===== config.mk =====
export PLATFORM = sky130hd
export DESIGN_NAME = nine_patch_slicer
export DESIGN_NICKNAME = d
export VERILOG_FILES = /design/src/hdl/nps_pkg.sv /design/src/hdl/nps_muldiv.sv /design/src/hdl/nps_axis.sv /design/src/hdl/nine_patch_slicer.sv
export VERILOG_INCLUDE_DIRS = /design/src /design/src/hdl
export SDC_FILE = /design/constraint.sdc
export NUM_CORES = 2
export LEC_CHECK = 0
export BUFFER_PORTS_ARGS = -buffer_cell sky130_fd_sc_hd__buf_4
export CORE_ASPECT_RATIO = 1.2
export CORE_MARGIN = 2
export CORE_UTILIZATION = 55
export DETAILED_ROUTE_END_ITERATION = 10
export PLACE_DENSITY = 0.75
export SYNTH_ARGS = -nofsm -noshare
export SYNTH_HDL_FRONTEND = slang
export SYNTH_HIERARCHICAL = 1
export SYNTH_SLANG_ARGS = --single-unit

===== constraint.sdc =====
create_clock -name clk -period 82.5 [get_ports clk]
set_clock_uncertainty 0.2 [all_clocks]
set_input_delay 0 -clock clk [delete_from_list [all_inputs] [get_ports clk]]
set_output_delay 0 -clock clk [all_outputs]
set_load 0.005 [all_outputs]

===== src/hdl/nine_patch_slicer_assert.svh =====
// Assertion macros shared by the nine-patch slicer RTL.
`ifndef NINE_PATCH_SLICER_ASSERT_SVH
`define NINE_PATCH_SLICER_ASSERT_SVH
`ifndef ASSERT_OFF
`define NPS_ASSERT_IMPLIES(label, clk, rst, ante, cons) \
  label: assert property (@(posedge clk) disable iff (rst) (ante) |-> (cons)) \
    else $error("implication check failed");
`define NPS_ASSERT_NEVER(label, clk, rst, cond) \
  label: assert property (@(posedge clk) disable iff (rst) !(cond)) \
    else $error("forbidden condition seen");
`else
`define NPS_ASSERT_IMPLIES(label, clk, rst, ante, cons)
`define NPS_ASSERT_NEVER(label, clk, rst, cond)
`endif
`endif


===== src/hdl/nps_pkg.sv =====
// Shared types and constants of the nine-patch slicer.
package nps_pkg;

  localparam int COORD_BITS = 20;
  localparam int IMAGE_BITS = COORD_BITS - 2;
  localparam int EDGE_BITS  = COORD_BITS + 1;
  localparam int WIDE_BITS  = COORD_BITS + 3;
  localparam int STEP_BITS  = $clog2(COORD_BITS);

  typedef logic signed [COORD_BITS-1:0] coord_t;
  typedef logic [IMAGE_BITS-1:0] image_t;

  typedef struct packed {
    coord_t s0;
    coord_t s1;
    coord_t d0;
    coord_t d1;
  } slice_t;

  typedef enum logic [2:0] {
    KIND_ONE   = 3'b001,
    KIND_TWO   = 3'b010,
    KIND_THREE = 3'b100
  } kind_t;

  typedef struct packed {
    kind_t                 kind;
    logic [1:0]            last_idx;
    logic [COORD_BITS-1:0] dest_mag;
    logic [COORD_BITS-1:0] e0_mag;
    logic [EDGE_BITS-1:0]  edges_mag;
  } ax_info_t;

  typedef struct packed {
    logic busy;
    logic done;
  } div_stat_t;

endpackage


===== src/hdl/nps_muldiv.sv =====
// Shared multiply and restoring divide unit: quotient = floor(a * b / divisor).
module nps_muldiv (
  input  logic                                clk,
  input  logic                                rst,
  input  logic                                start,
  input  logic [nps_pkg::COORD_BITS-1:0]      mul_a,
  input  logic [nps_pkg::COORD_BITS-1:0]      mul_b,
  input  logic [nps_pkg::EDGE_BITS-1:0]       divisor,
  output logic [nps_pkg::COORD_BITS-1:0]      quotient,
  output nps_pkg::div_stat_t                  stat
);

  localparam int CB = nps_pkg::COORD_BITS;
  localparam int EB = nps_pkg::EDGE_BITS;
  localparam int SB = nps_pkg::STEP_BITS;

  typedef enum logic [2:0] {
    PH_IDLE = 3'b001,
    PH_MUL  = 3'b010,
    PH_STEP = 3'b100
  } phase_t;

  phase_t                phase;
  logic [SB-1:0]         step;
  logic                  done;
  logic [CB-1:0]         op_a;
  logic [CB-1:0]         op_b;
  logic [EB-1:0]         dvs;
  logic [EB-1:0]         rem;
  logic [CB-1:0]         qsh;
  logic [2*CB-1:0]       product;
  logic [EB:0]           trial;
  logic                  fits;

  assign product = op_a * op_b;
  assign trial   = {rem, qsh[CB-1]};
  assign fits    = trial >= {1'b0, dvs};

  always_ff @(posedge clk) begin
    if (rst) begin
      phase <= PH_IDLE;
      step  <= '0;
      done  <= 1'b0;
    end else begin
      done <= 1'b0;
      unique case (phase)
        PH_IDLE: begin
          if (start) begin
            phase <= PH_MUL;
          end
        end
        PH_MUL: begin
          phase <= PH_STEP;
          step  <= '0;
        end
        PH_STEP: begin
          if (step == SB'(CB - 1)) begin
            phase <= PH_IDLE;
            done  <= 1'b1;
          end else begin
            step <= step + 1'b1;
          end
        end
        default: phase <= PH_IDLE;
      endcase
    end
  end

  // The quotient is known to fit in CB bits, so the high half of the
  // product is already below the divisor and seeds the remainder.
  always_ff @(posedge clk) begin
    if (phase == PH_IDLE && start) begin
      op_a <= mul_a;
      op_b <= mul_b;
      dvs  <= divisor;
    end
    if (phase == PH_MUL) begin
      rem <= EB'(product[2*CB-1:CB]);
      qsh <= product[CB-1:0];
    end else if (phase == PH_STEP) begin
      if (fits) begin
        rem <= EB'(trial - {1'b0, dvs});
      end else begin
        rem <= trial[EB-1:0];
      end
      qsh <= {qsh[CB-2:0], fits};
    end
  end

  assign quotient  = qsh;
  assign stat.busy = (phase != PH_IDLE);
  assign stat.done = done;

  `include "nine_patch_slicer_assert.svh"

  `NPS_ASSERT_NEVER(a_start_while_busy, clk, rst, start && phase != PH_IDLE)
  `NPS_ASSERT_IMPLIES(a_done_after_step, clk, rst, done, $past(phase) == PH_STEP)

endmodule


===== src/hdl/nps_axis.sv =====
// Slicing of one axis: picks the slicing case and forms the slice bounds.
module nps_axis (
  input  nps_pkg::image_t                     size,
  input  nps_pkg::coord_t                     c0,
  input  nps_pkg::coord_t                     c1,
  input  nps_pkg::coord_t                     d0,
  input  nps_pkg::coord_t                     d1,
  input  logic [nps_pkg::COORD_BITS-1:0]      quotient,
  output nps_pkg::ax_info_t                   info,
  output nps_pkg::slice_t                     slices [3]
);

  localparam int CB = nps_pkg::COORD_BITS;
  localparam int EB = nps_pkg::EDGE_BITS;
  localparam int WB = nps_pkg::WIDE_BITS;

  logic signed [WB-1:0] size_w;
  logic signed [WB-1:0] c0_w;
  logic signed [WB-1:0] c1_w;
  logic signed [WB-1:0] d0_w;
  logic signed [WB-1:0] d1_w;
  logic signed [WB-1:0] dest_w;
  logic signed [WB-1:0] e1_w;
  logic signed [WB-1:0] edges_w;
  logic signed [WB-1:0] mag_w;
  logic                 e0_neg;
  logic [CB-1:0]        size_c;
  logic [CB-1:0]        m_split;
  logic [CB-1:0]        m0;
  logic [CB-1:0]        m1;

  assign size_w  = WB'(size);
  assign c0_w    = WB'(c0);
  assign c1_w    = WB'(c1);
  assign d0_w    = WB'(d0);
  assign d1_w    = WB'(d1);
  assign dest_w  = d1_w - d0_w;
  assign e1_w    = size_w - c1_w;
  assign edges_w = c0_w + e1_w;
  assign e0_neg  = c0_w[WB-1];
  assign mag_w   = e0_neg ? -c0_w : c0_w;

  assign size_c  = CB'(size);
  assign m_split = e0_neg ? (d0 - quotient) : (d0 + quotient);
  assign m0      = d0 + c0;
  assign m1      = d1 - e1_w[CB-1:0];

  always_comb begin
    info.dest_mag  = dest_w[CB-1:0];
    info.e0_mag    = mag_w[CB-1:0];
    info.edges_mag = edges_w[EB-1:0];
    priority if (size_w == dest_w) begin
      info.kind     = nps_pkg::KIND_ONE;
      info.last_idx = 2'd0;
    end else if (edges_w >= dest_w) begin
      info.kind     = nps_pkg::KIND_TWO;
      info.last_idx = 2'd1;
    end else begin
      info.kind     = nps_pkg::KIND_THREE;
      info.last_idx = 2'd2;
    end
  end

  always_comb begin
    slices[0] = '{s0: '0, s1: c0, d0: d0, d1: m0};
    slices[1] = '{s0: c0, s1: c1, d0: m0, d1: m1};
    slices[2] = '{s0: c1, s1: size_c, d0: m1, d1: d1};
    unique case (info.kind)
      nps_pkg::KIND_ONE: begin
        slices[0] = '{s0: '0, s1: size_c, d0: d0, d1: d1};
      end
      nps_pkg::KIND_TWO: begin
        slices[0] = '{s0: '0, s1: c0, d0: d0, d1: m_split};
        slices[1] = '{s0: c1, s1: size_c, d0: m_split, d1: d1};
      end
      nps_pkg::KIND_THREE: begin
      end
      default: begin
      end
    endcase
  end

endmodule


===== src/hdl/nine_patch_slicer.sv =====
// Nine-patch slicer: turns one draw request into up to nine rectangle pairs.
//
// Input channel (in_valid/in_ready) takes one request: image size, center
// rectangle and destination rectangle, all in 1/16 pixel fixed point.
// Output channel (out_valid/out_ready) gives the source/destination pairs,
// rows outer and columns inner, with last_piece high on the final pair.
// A request whose destination has no positive width or height gives none.
// The request is worked through one axis at a time by a single multiplier
// and a one-bit-per-cycle divider shared by both axes. An axis that needs
// a proportional split goes through setup, multiply, 20 divide steps and
// writeback; other axes are written back at setup. Then one pair is sent
// per cycle while the receiver does not stall. in_ready is high only
// between requests.
// The output sits in a register: when the receiver stalls, the pair holds
// and the slicer waits, and out_valid stays high until the pair is taken.
// Reset (rst, synchronous) returns to the idle state with no output valid.
module nine_patch_slicer (
  input  logic                    clk,
  input  logic                    rst,
  input  logic                    in_valid,
  output logic                    in_ready,
  input  nps_pkg::image_t         image_width,
  input  nps_pkg::image_t         image_height,
  input  nps_pkg::coord_t         center_left,
  input  nps_pkg::coord_t         center_top,
  input  nps_pkg::coord_t         center_right,
  input  nps_pkg::coord_t         center_bottom,
  input  nps_pkg::coord_t         dest_left,
  input  nps_pkg::coord_t         dest_top,
  input  nps_pkg::coord_t         dest_right,
  input  nps_pkg::coord_t         dest_bottom,
  output logic                    out_valid,
  input  logic                    out_ready,
  output nps_pkg::coord_t         src_x0,
  output nps_pkg::coord_t         src_y0,
  output nps_pkg::coord_t         src_x1,
  output nps_pkg::coord_t         src_y1,
  output nps_pkg::coord_t         dst_x0,
  output nps_pkg::coord_t         dst_y0,
  output nps_pkg::coord_t         dst_x1,
  output nps_pkg::coord_t         dst_y1,
  output logic                    last_piece
);

  localparam int CB = nps_pkg::COORD_BITS;

  typedef enum logic [3:0] {
    S_IDLE  = 4'b0001,
    S_SETUP = 4'b0010,
    S_DIV   = 4'b0100,
    S_EMIT  = 4'b1000
  } state_t;

  state_t               state;
  logic                 ax;
  nps_pkg::image_t      iw, ih;
  nps_pkg::coord_t      cl, ct, cr, cb, dl, dt, dr, db;
  nps_pkg::slice_t      h_sl [3];
  nps_pkg::slice_t      v_sl [3];
  logic [1:0]           h_last, v_last;
  logic [1:0]           col, row;

  nps_pkg::image_t      ax_size;
  nps_pkg::coord_t      ax_c0, ax_c1, ax_d0, ax_d1;
  nps_pkg::ax_info_t    ax_info;
  nps_pkg::slice_t      ax_sl [3];
  logic [CB-1:0]        quotient;
  nps_pkg::div_stat_t   div_stat;
  logic                 div_start;
  logic                 ax_write;
  logic                 empty_req;
  logic                 out_free;
  logic                 pair_last;

  assign ax_size = ax ? ih : iw;
  assign ax_c0   = ax ? ct : cl;
  assign ax_c1   = ax ? cb : cr;
  assign ax_d0   = ax ? dt : dl;
  assign ax_d1   = ax ? db : dr;

  nps_axis u_axis (
    .size     (ax_size),
    .c0       (ax_c0),
    .c1       (ax_c1),
    .d0       (ax_d0),
    .d1       (ax_d1),
    .quotient (quotient),
    .info     (ax_info),
    .slices   (ax_sl)
  );

  nps_muldiv u_muldiv (
    .clk      (clk),
    .rst      (rst),
    .start    (div_start),
    .mul_a    (ax_info.dest_mag),
    .mul_b    (ax_info.e0_mag),
    .divisor  (ax_info.edges_mag),
    .quotient (quotient),
    .stat     (div_stat)
  );

  assign in_ready  = (state == S_IDLE);
  assign empty_req = (dest_right <= dest_left) || (dest_bottom <= dest_top);
  assign div_start = (state == S_SETUP) && (ax_info.kind == nps_pkg::KIND_TWO);
  assign ax_write  = ((state == S_SETUP) && (ax_info.kind != nps_pkg::KIND_TWO)) ||
                     ((state == S_DIV) && div_stat.done);
  assign out_free  = !out_valid || out_ready;
  assign pair_last = (col == h_last) && (row == v_last);

  always_ff @(posedge clk) begin
    if (rst) begin
      state     <= S_IDLE;
      ax        <= 1'b0;
      col       <= 2'd0;
      row       <= 2'd0;
      out_valid <= 1'b0;
    end else begin
      if (state == S_EMIT && out_free) begin
        out_valid <= 1'b1;
      end else if (out_ready) begin
        out_valid <= 1'b0;
      end
      unique case (state)
        S_IDLE: begin
          if (in_valid && !empty_req) begin
            state <= S_SETUP;
            ax    <= 1'b0;
          end
        end
        S_SETUP, S_DIV: begin
          if (div_start) begin
            state <= S_DIV;
          end else if (ax_write) begin
            if (!ax) begin
              ax    <= 1'b1;
              state <= S_SETUP;
            end else begin
              state <= S_EMIT;
              col   <= 2'd0;
              row   <= 2'd0;
            end
          end
        end
        S_EMIT: begin
          if (out_free) begin
            if (col == h_last) begin
              col <= 2'd0;
              if (row == v_last) begin
                state <= S_IDLE;
              end else begin
                row <= row + 1'b1;
              end
            end else begin
              col <= col + 1'b1;
            end
          end
        end
        default: state <= S_IDLE;
      endcase
    end
  end

  always_ff @(posedge clk) begin
    if (state == S_IDLE && in_valid) begin
      iw <= image_width;
      ih <= image_height;
      cl <= center_left;
      ct <= center_top;
      cr <= center_right;
      cb <= center_bottom;
      dl <= dest_left;
      dt <= dest_top;
      dr <= dest_right;
      db <= dest_bottom;
    end
    if (ax_write) begin
      if (ax) begin
        v_sl   <= ax_sl;
        v_last <= ax_info.last_idx;
      end else begin
        h_sl   <= ax_sl;
        h_last <= ax_info.last_idx;
      end
    end
    if (state == S_EMIT && out_free) begin
      src_x0     <= h_sl[col].s0;
      src_x1     <= h_sl[col].s1;
      dst_x0     <= h_sl[col].d0;
      dst_x1     <= h_sl[col].d1;
      src_y0     <= v_sl[row].s0;
      src_y1     <= v_sl[row].s1;
      dst_y0     <= v_sl[row].d0;
      dst_y1     <= v_sl[row].d1;
      last_piece <= pair_last;
    end
  end

  `include "nine_patch_slicer_assert.svh"

  `NPS_ASSERT_NEVER(a_div_overlap, clk, rst, div_start && div_stat.busy)
  `NPS_ASSERT_IMPLIES(a_div_alive, clk, rst, state == S_DIV, div_stat.busy || div_stat.done)
  `NPS_ASSERT_IMPLIES(a_emit_bounds, clk, rst, state == S_EMIT, col <= h_last && row <= v_last)
  `NPS_ASSERT_IMPLIES(a_out_hold, clk, rst, $past(out_valid && !out_ready && !rst), out_valid)

endmodule


# Word level (Yosys, flattened, before mapping)

Index checks and enable logic that the tools add are counted.

Flip-flop bits (word level): 958
Input port bits: 200
Output and inout bits: 163
Logic and storage cells: 188

$add $sub $neg: 12
Multipliers: 1
Order comparisons: 6
Equal/unequal tests: 26
Mux-type cells: 52
Bitwise gates (word level): 4
Reduce and logical (&&, ||, !) cells: 27

Operator list:

| kind                                             | number |
|---|---|
| 80-bit two-way mux                               | 5 |
| 80-bit binary-select mux with 2-bit select       | 2 |
| 20-bit two-way mux                               | 9 |
| 60-bit one-hot mux with 2 select lines           | 1 |
| 20-bit adder                                     | 2 |
| 20-bit less-or-equal comparator                  | 2 |
| 20-bit by 20-bit multiplier with 40-bit output   | 1 |
| 20-bit subtractor                                | 2 |
| 4-bit two-way mux                                | 7 |
| 19-bit by 23-bit == test with 1-bit output       | 1 |
| 23-bit >= comparator                             | 1 |
| 20-bit by 21-bit adder with 22-bit output        | 1 |
| 22-bit by 21-bit >= comparator with 1-bit output | 1 |
| 21-bit two-way mux                               | 1 |
| 19-bit by 20-bit subtractor with 21-bit output   | 1 |
| 20-bit by 20-bit subtractor with 21-bit output   | 1 |
| 21-bit subtractor                                | 1 |
| 20-bit negation                                  | 1 |
| 19-bit two-way mux                               | 1 |
| 18-bit two-way mux                               | 1 |
| 2-bit two-way mux                                | 8 |
| 2-bit inequality test (second input constant)    | 8 |
| 5-bit two-way mux                                | 3 |
| 4-bit one-hot mux with 3 select lines            | 1 |
| other kinds (31)                                 | 66 |

# Logic depth before layout (Yosys ltp)

Word-level depth: 12
Mapped depth: 39
Gate-level depth less buffers: 34

# Hierarchy

The synthesis kept the hierarchy.

Modules (own cells, without submodules):

| module            | times used | cells an instance | area an instance (um^2) | seq. area each (um^2) |
|---|---|---|---|---|
| nine_patch_slicer | 1          | 1707              | 31263.7                 | 25454.4 |
| nps_muldiv        | 1          | 1999              | 18804.3                 | 3233.1 |
| nps_axis          | 1          | 1326              | 10141.0                 | 0.0 |

# Worst setup path before layout

Ideal clock, no wire load.

Kind: flip-flop to flip-flop
Start: register ax
End: register h_last[0], enable pin
Setup time: 1.436 ns
Data arrival time: 29.344 ns
Required time: 80.864 ns
Setup slack: 51.520 ns
Stages on the path, launching flop included: 36
Buffers on the path: 6
Clock period less this slack: 30.980 ns
Cells stage by stage: dfxtp_1 > clkbuf_1 > clkbuf_1 > mux2_2 > ha_1 > fa_1 > nor2b_1 > o21ai_0 > a21boi_0 > o21ai_0 > a211oi_1 > o31ai_1 > nand2b_1 > xor2_1 > ha_1 > clkbuf_1 > a21oi_1 > nor2b_1 > o31ai_1 > o211ai_1 > a31o_2 > a21oi_1 > xnor2_1 > ha_1 > a21o_1 > a21oi_1 > o221ai_1 > nand2_1 > o41ai_1 > and2_4 > buf_8 > buf_4 > buf_4 > or3b_2 > a22oi_1 > nor4_1

RTL lines:

| element                | RTL line                 | RTL |
|---|---|---|
| from (decl)            | nine_patch_slicer.sv:55  | `logic ax;` |
| from (signal assigned) | nine_patch_slicer.sv:114 | `ax <= 1'b0;` |
| from (signal assigned) | nine_patch_slicer.sv:128 | `ax <= 1'b0;` |
| from (signal assigned) | nine_patch_slicer.sv:136 | `ax <= 1'b1;` |
| to (signal assigned)   | nine_patch_slicer.sv:183 | `h_last <= ax_info.last_idx;` |
| to (decl)              | nine_patch_slicer.sv:60  | `logic [1:0] h_last, v_last;` |

==> flow_metrics.py <==
metrics = {
    "outcome": {
        "outcome": "finished, final reports clean",
    },
    "power": {
        "clkPwrFrac_pct": 27.0,
        "ir_worst_vdd_mv": 0.02195,
        "combPwrFrac_pct": 36.6,
        "intPower_uw": 1079,
        "p_switching_uw": 559.6,
        "p_per_area_mw_per_mm2": 23.26,
        "switching_share_pct": 34.16,
        "seqPwrFrac_pct": 36.3,
        "p_leak_uw": 0.02843,
    },
    "sta": {
        "relSlewSlack_pct": 24.22,
        "hold_slack_ps": 108.3,
        "slew_viol_final": 0,
        "worst_slew_pin_slew_ps": 1137,
        "fin_setup_tns_ps": 0,
        "finalCritPeriodShare_pct": 14.24,
        "setup-violations-final": 0,
        "timing.fmax_mhz": 85.10,
        "hold_viol": 0,
        "period_needed_ps": 11750,
        "grt_setup_unrepaired": "no",
    },
    "yosys": {
        "synth_edf_count": 942,
        "synth_simple_gate_area_share_pct": 9.239,
        "avgSynthCellArea_sq_um": 11.97,
        "yosysWarningCount": 6,
        "ys_types": 105,
        "netlist_area_sq_mm": 0.06021,
        "synth_top_family_by_area": "adder cells",
        "synth_top_cell_area_share_pct": 46.98,
        "yosys.area.top_type": "edfxtp_1",
        "synth_compound_gate_area_share_pct": 8.150,
        "synth_common_cells": "942 x edfxtp_1, 544 x inv_1, 478 x nand2_1, 355 x ha_1, 327 x fa_1",
        "synth_cells": 5032,
        "seq_area_frac_synth_pct": 47.65,
        "synth_area_leaders": "edfxtp_1 47%, fa_1 11%, ha_1 7.4%",
        "synth.area.mux_share_pct": 7.244,
        "synth-seq-cells": 962,
        "synth_xor_area_share_pct": 3.121,
        "synthFlopType": "edfxtp_1",
        "synth_most_common_cell": "edfxtp_1",
        "synthArstFlopShare_pct": 0,
        "synthAdderAreaFrac_pct": 18.25,
    },
    "setup_path": {
        "cpPeakStageDelay_ps": 890,
        "crit_required_ps": 82570,
        "crit_fanout": 93,
        "critPathCaptureType": "register",
        "critPathLaunchType": "register",
        "worstPathArrival_ps": 11820,
        "critPathSlowestCell": "and2_4",
        "setup.worst_path.class": "register to register",
        "path_common_cell": "o21ai_0",
    },
    "detailed_routing": {
        "drc": 0,
        "firstDrtPassIters": 7,
        "wl_per_cell_microns": 24.78,
        "vias_per_cell": 6.000,
        "ant_nets": 0,
        "vias": 42690,
        "drt_iter0_drc": 4655,
        "wl_microns": 176300,
    },
    "placed_design": {
        "gp_congestion": 0.9589,
        "portBuffers": 362,
        "place_hpwl_microns": 116000,
        "dp_cells": 6537,
    },
    "die": {
        "die_h_microns": 366.4,
        "dieArea_sq_mm": 0.1121,
        "chipWidth_microns": 306.0,
        "start_util_pct": 55.66,
        "num_rows": 132,
        "core_area_sq_mm": 0.1082,
        "boundaryPins": 363,
    },
    "global_routing": {
        "grt_antenna_before_repair": 9,
        "grt_max_degree": 94,
        "grt_usage_pct": 31.37,
        "grt_pass1_vias": 43770,
        "grt_pass1_wl_microns": 265200,
        "overflow": 0,
    },
    "clock_tree": {
        "cts_max_level": 3,
        "holdBufCountCts": 397,
        "cts_tree": "done",
        "cts_sinks": 962,
        "insertion_delay_ps": 700,
        "cts_resized": 0,
        "clkTransAtPathRegs_ps": 60,
        "postCtsSetupBuffers": 0,
        "cts_max_path_buffers": 3,
        "cts-buffers-inserted": 98,
        "clockRootBuffer": "clkbuf_16",
    },
    "layout": {
        "regArea_sq_mm": 0.02870,
        "finish.utilization_pct": 65.11,
        "drive_gt1_share_pct": 13.69,
        "final_nets": 6509,
        "fillers": 7651,
        "multi_input_area_sq_mm": 0.02782,
        "stdcell_count": 7115,
        "syn2layout_area_growth_pct": 16.98,
    },
    "run": {
        "maxCapViolations": 0,
    },
    "worst_hold_path": {
        "hold_path.class": "input port to register",
    },
}
==> flip-flops by register name, indices dropped and copies added, names as in the netlist, 21 cells and up <==
signal,cells
u_muldiv/rem,21
u_muldiv/dvs,21
h_sl,240
v_sl,240
==> layout make-up <==
type	instances	area share [%]
diodes	2	0.007106
repair buffers	796	9.895
flip-flops and latches	962	40.75
well taps	1407	2.499
multi-input cells	3225	39.50
inverters	544	2.910
clock inverters	62	0.8243
clock buffers	117	3.613
==> layout by cell type, fill, tap and decap left out, types with 11 or more instances in the layout <==
cell | Yosys | routed
o31a_1 | 11 | 11
mux2_4 | 69 | 69
mux2_2 | 122 | 122
conb_1 | 1 | 22
nor3_1 | 45 | 45
clkbuf_16 | 0 | 99
o21ai_0 | 280 | 280
a21oi_1 | 202 | 202
clkbuf_1 | 177 | 18
o21a_1 | 24 | 24
buf_4 | 108 | 399
ha_1 | 355 | 355
nand2_1 | 478 | 478
xnor2_1 | 124 | 124
nand2b_1 | 27 | 27
a21o_1 | 71 | 71
and2_1 | 233 | 232
mux2i_1 | 195 | 195
nor2_1 | 155 | 154
clkinv_2 | 0 | 12
nand3_1 | 38 | 38
inv_1 | 544 | 543
dfxtp_1 | 20 | 15
a21boi_0 | 11 | 11
and3_1 | 16 | 16
fa_1 | 327 | 327
o31ai_1 | 17 | 17
dlygate4sd3_1 | 0 | 397
a31oi_1 | 30 | 30
nor2b_1 | 29 | 27
a211oi_1 | 27 | 27
o21bai_1 | 21 | 21
clkinv_1 | 0 | 25
nand4_1 | 28 | 28
xor2_1 | 75 | 75
edfxtp_1 | 942 | 942
or2_2 | 11 | 11
==> worst max-delay path: cells and delay by family, from the launching register on <==
| kind | cells | cell delay, ps |
|---|---|---|
| AOI/OAI and AO/OA | 11 | 3380 |
| xor gates and xnor gates | 1 | 200 |
| adders and majority gates | 4 | 1260 |
| buffers and inverters | 4 | 2090 |
| DFF | 1 | 840 |
| muxes | 1 | 490 |
| and+or+nand+nor | 9 | 2670 |
==> metal layers <==
metal | share of wire [%] | track usage, % | vias up
li1 | - | - | 18590
met1 | 37 | 39.38 | 21250
met2 | 48 | 52.33 | 2330
met3 | 8.4 | 5.246 | 515
met4 | 5.9 | 16.27 | 2
met5 | 0.0091 | 0 | -
==> worst paths after layout <==
kind / slack, ps / startpoint / endpoint / cells past startpoint
min reg2reg: 310 / u_muldiv/step[1]$_SDFFE_PP0P_ / u_muldiv/step[1]$_SDFFE_PP0P_ / 2
max: 70750 / ax$_SDFFE_PP0P_ / v_sl[118]$_DFFE_PP_ / 30
max reg2reg: 70750 / ax$_SDFFE_PP0P_ / v_sl[118]$_DFFE_PP_ / 30
min: 110 / rst / col[0]$_SDFFE_PP0P_ / 3
==> power by group through the flow <==
stage	Clock (uW)	Sequential, uW	Combinational, uW
after detailed placement	0	604	567
after CTS	438	594	586
after floorplan	0	605	428
after global routing	461	596	644
final	443	595	600
after global placement	0	604	555
==> cell families after synthesis <==
| logic type | count (synthesis) |
|---|---|
| AO/OA/AOI/OAI | 794 |
| XOR/XNOR | 205 |
| adder cells (fa/ha/maj) | 682 |
| buffers and inverters | 866 |
| flip-flops | 962 |
| multiplexers | 386 |
| other | 1 |
| AND/OR/NAND/NOR | 1136 |
==> metrics by stage <==
stage	instance area (sq um)	power, uW	worst slack (ps)
6_report	70430	1638	70750
5_1_grt	70430	1700	70230
4_1_cts	70430	1618	70990
3_5_place_dp	63330	1171	71060
3_3_place_gp	63330	1159	71080
2_1_floorplan	60290	1033	51520
(Power assumes the default switching activity.)
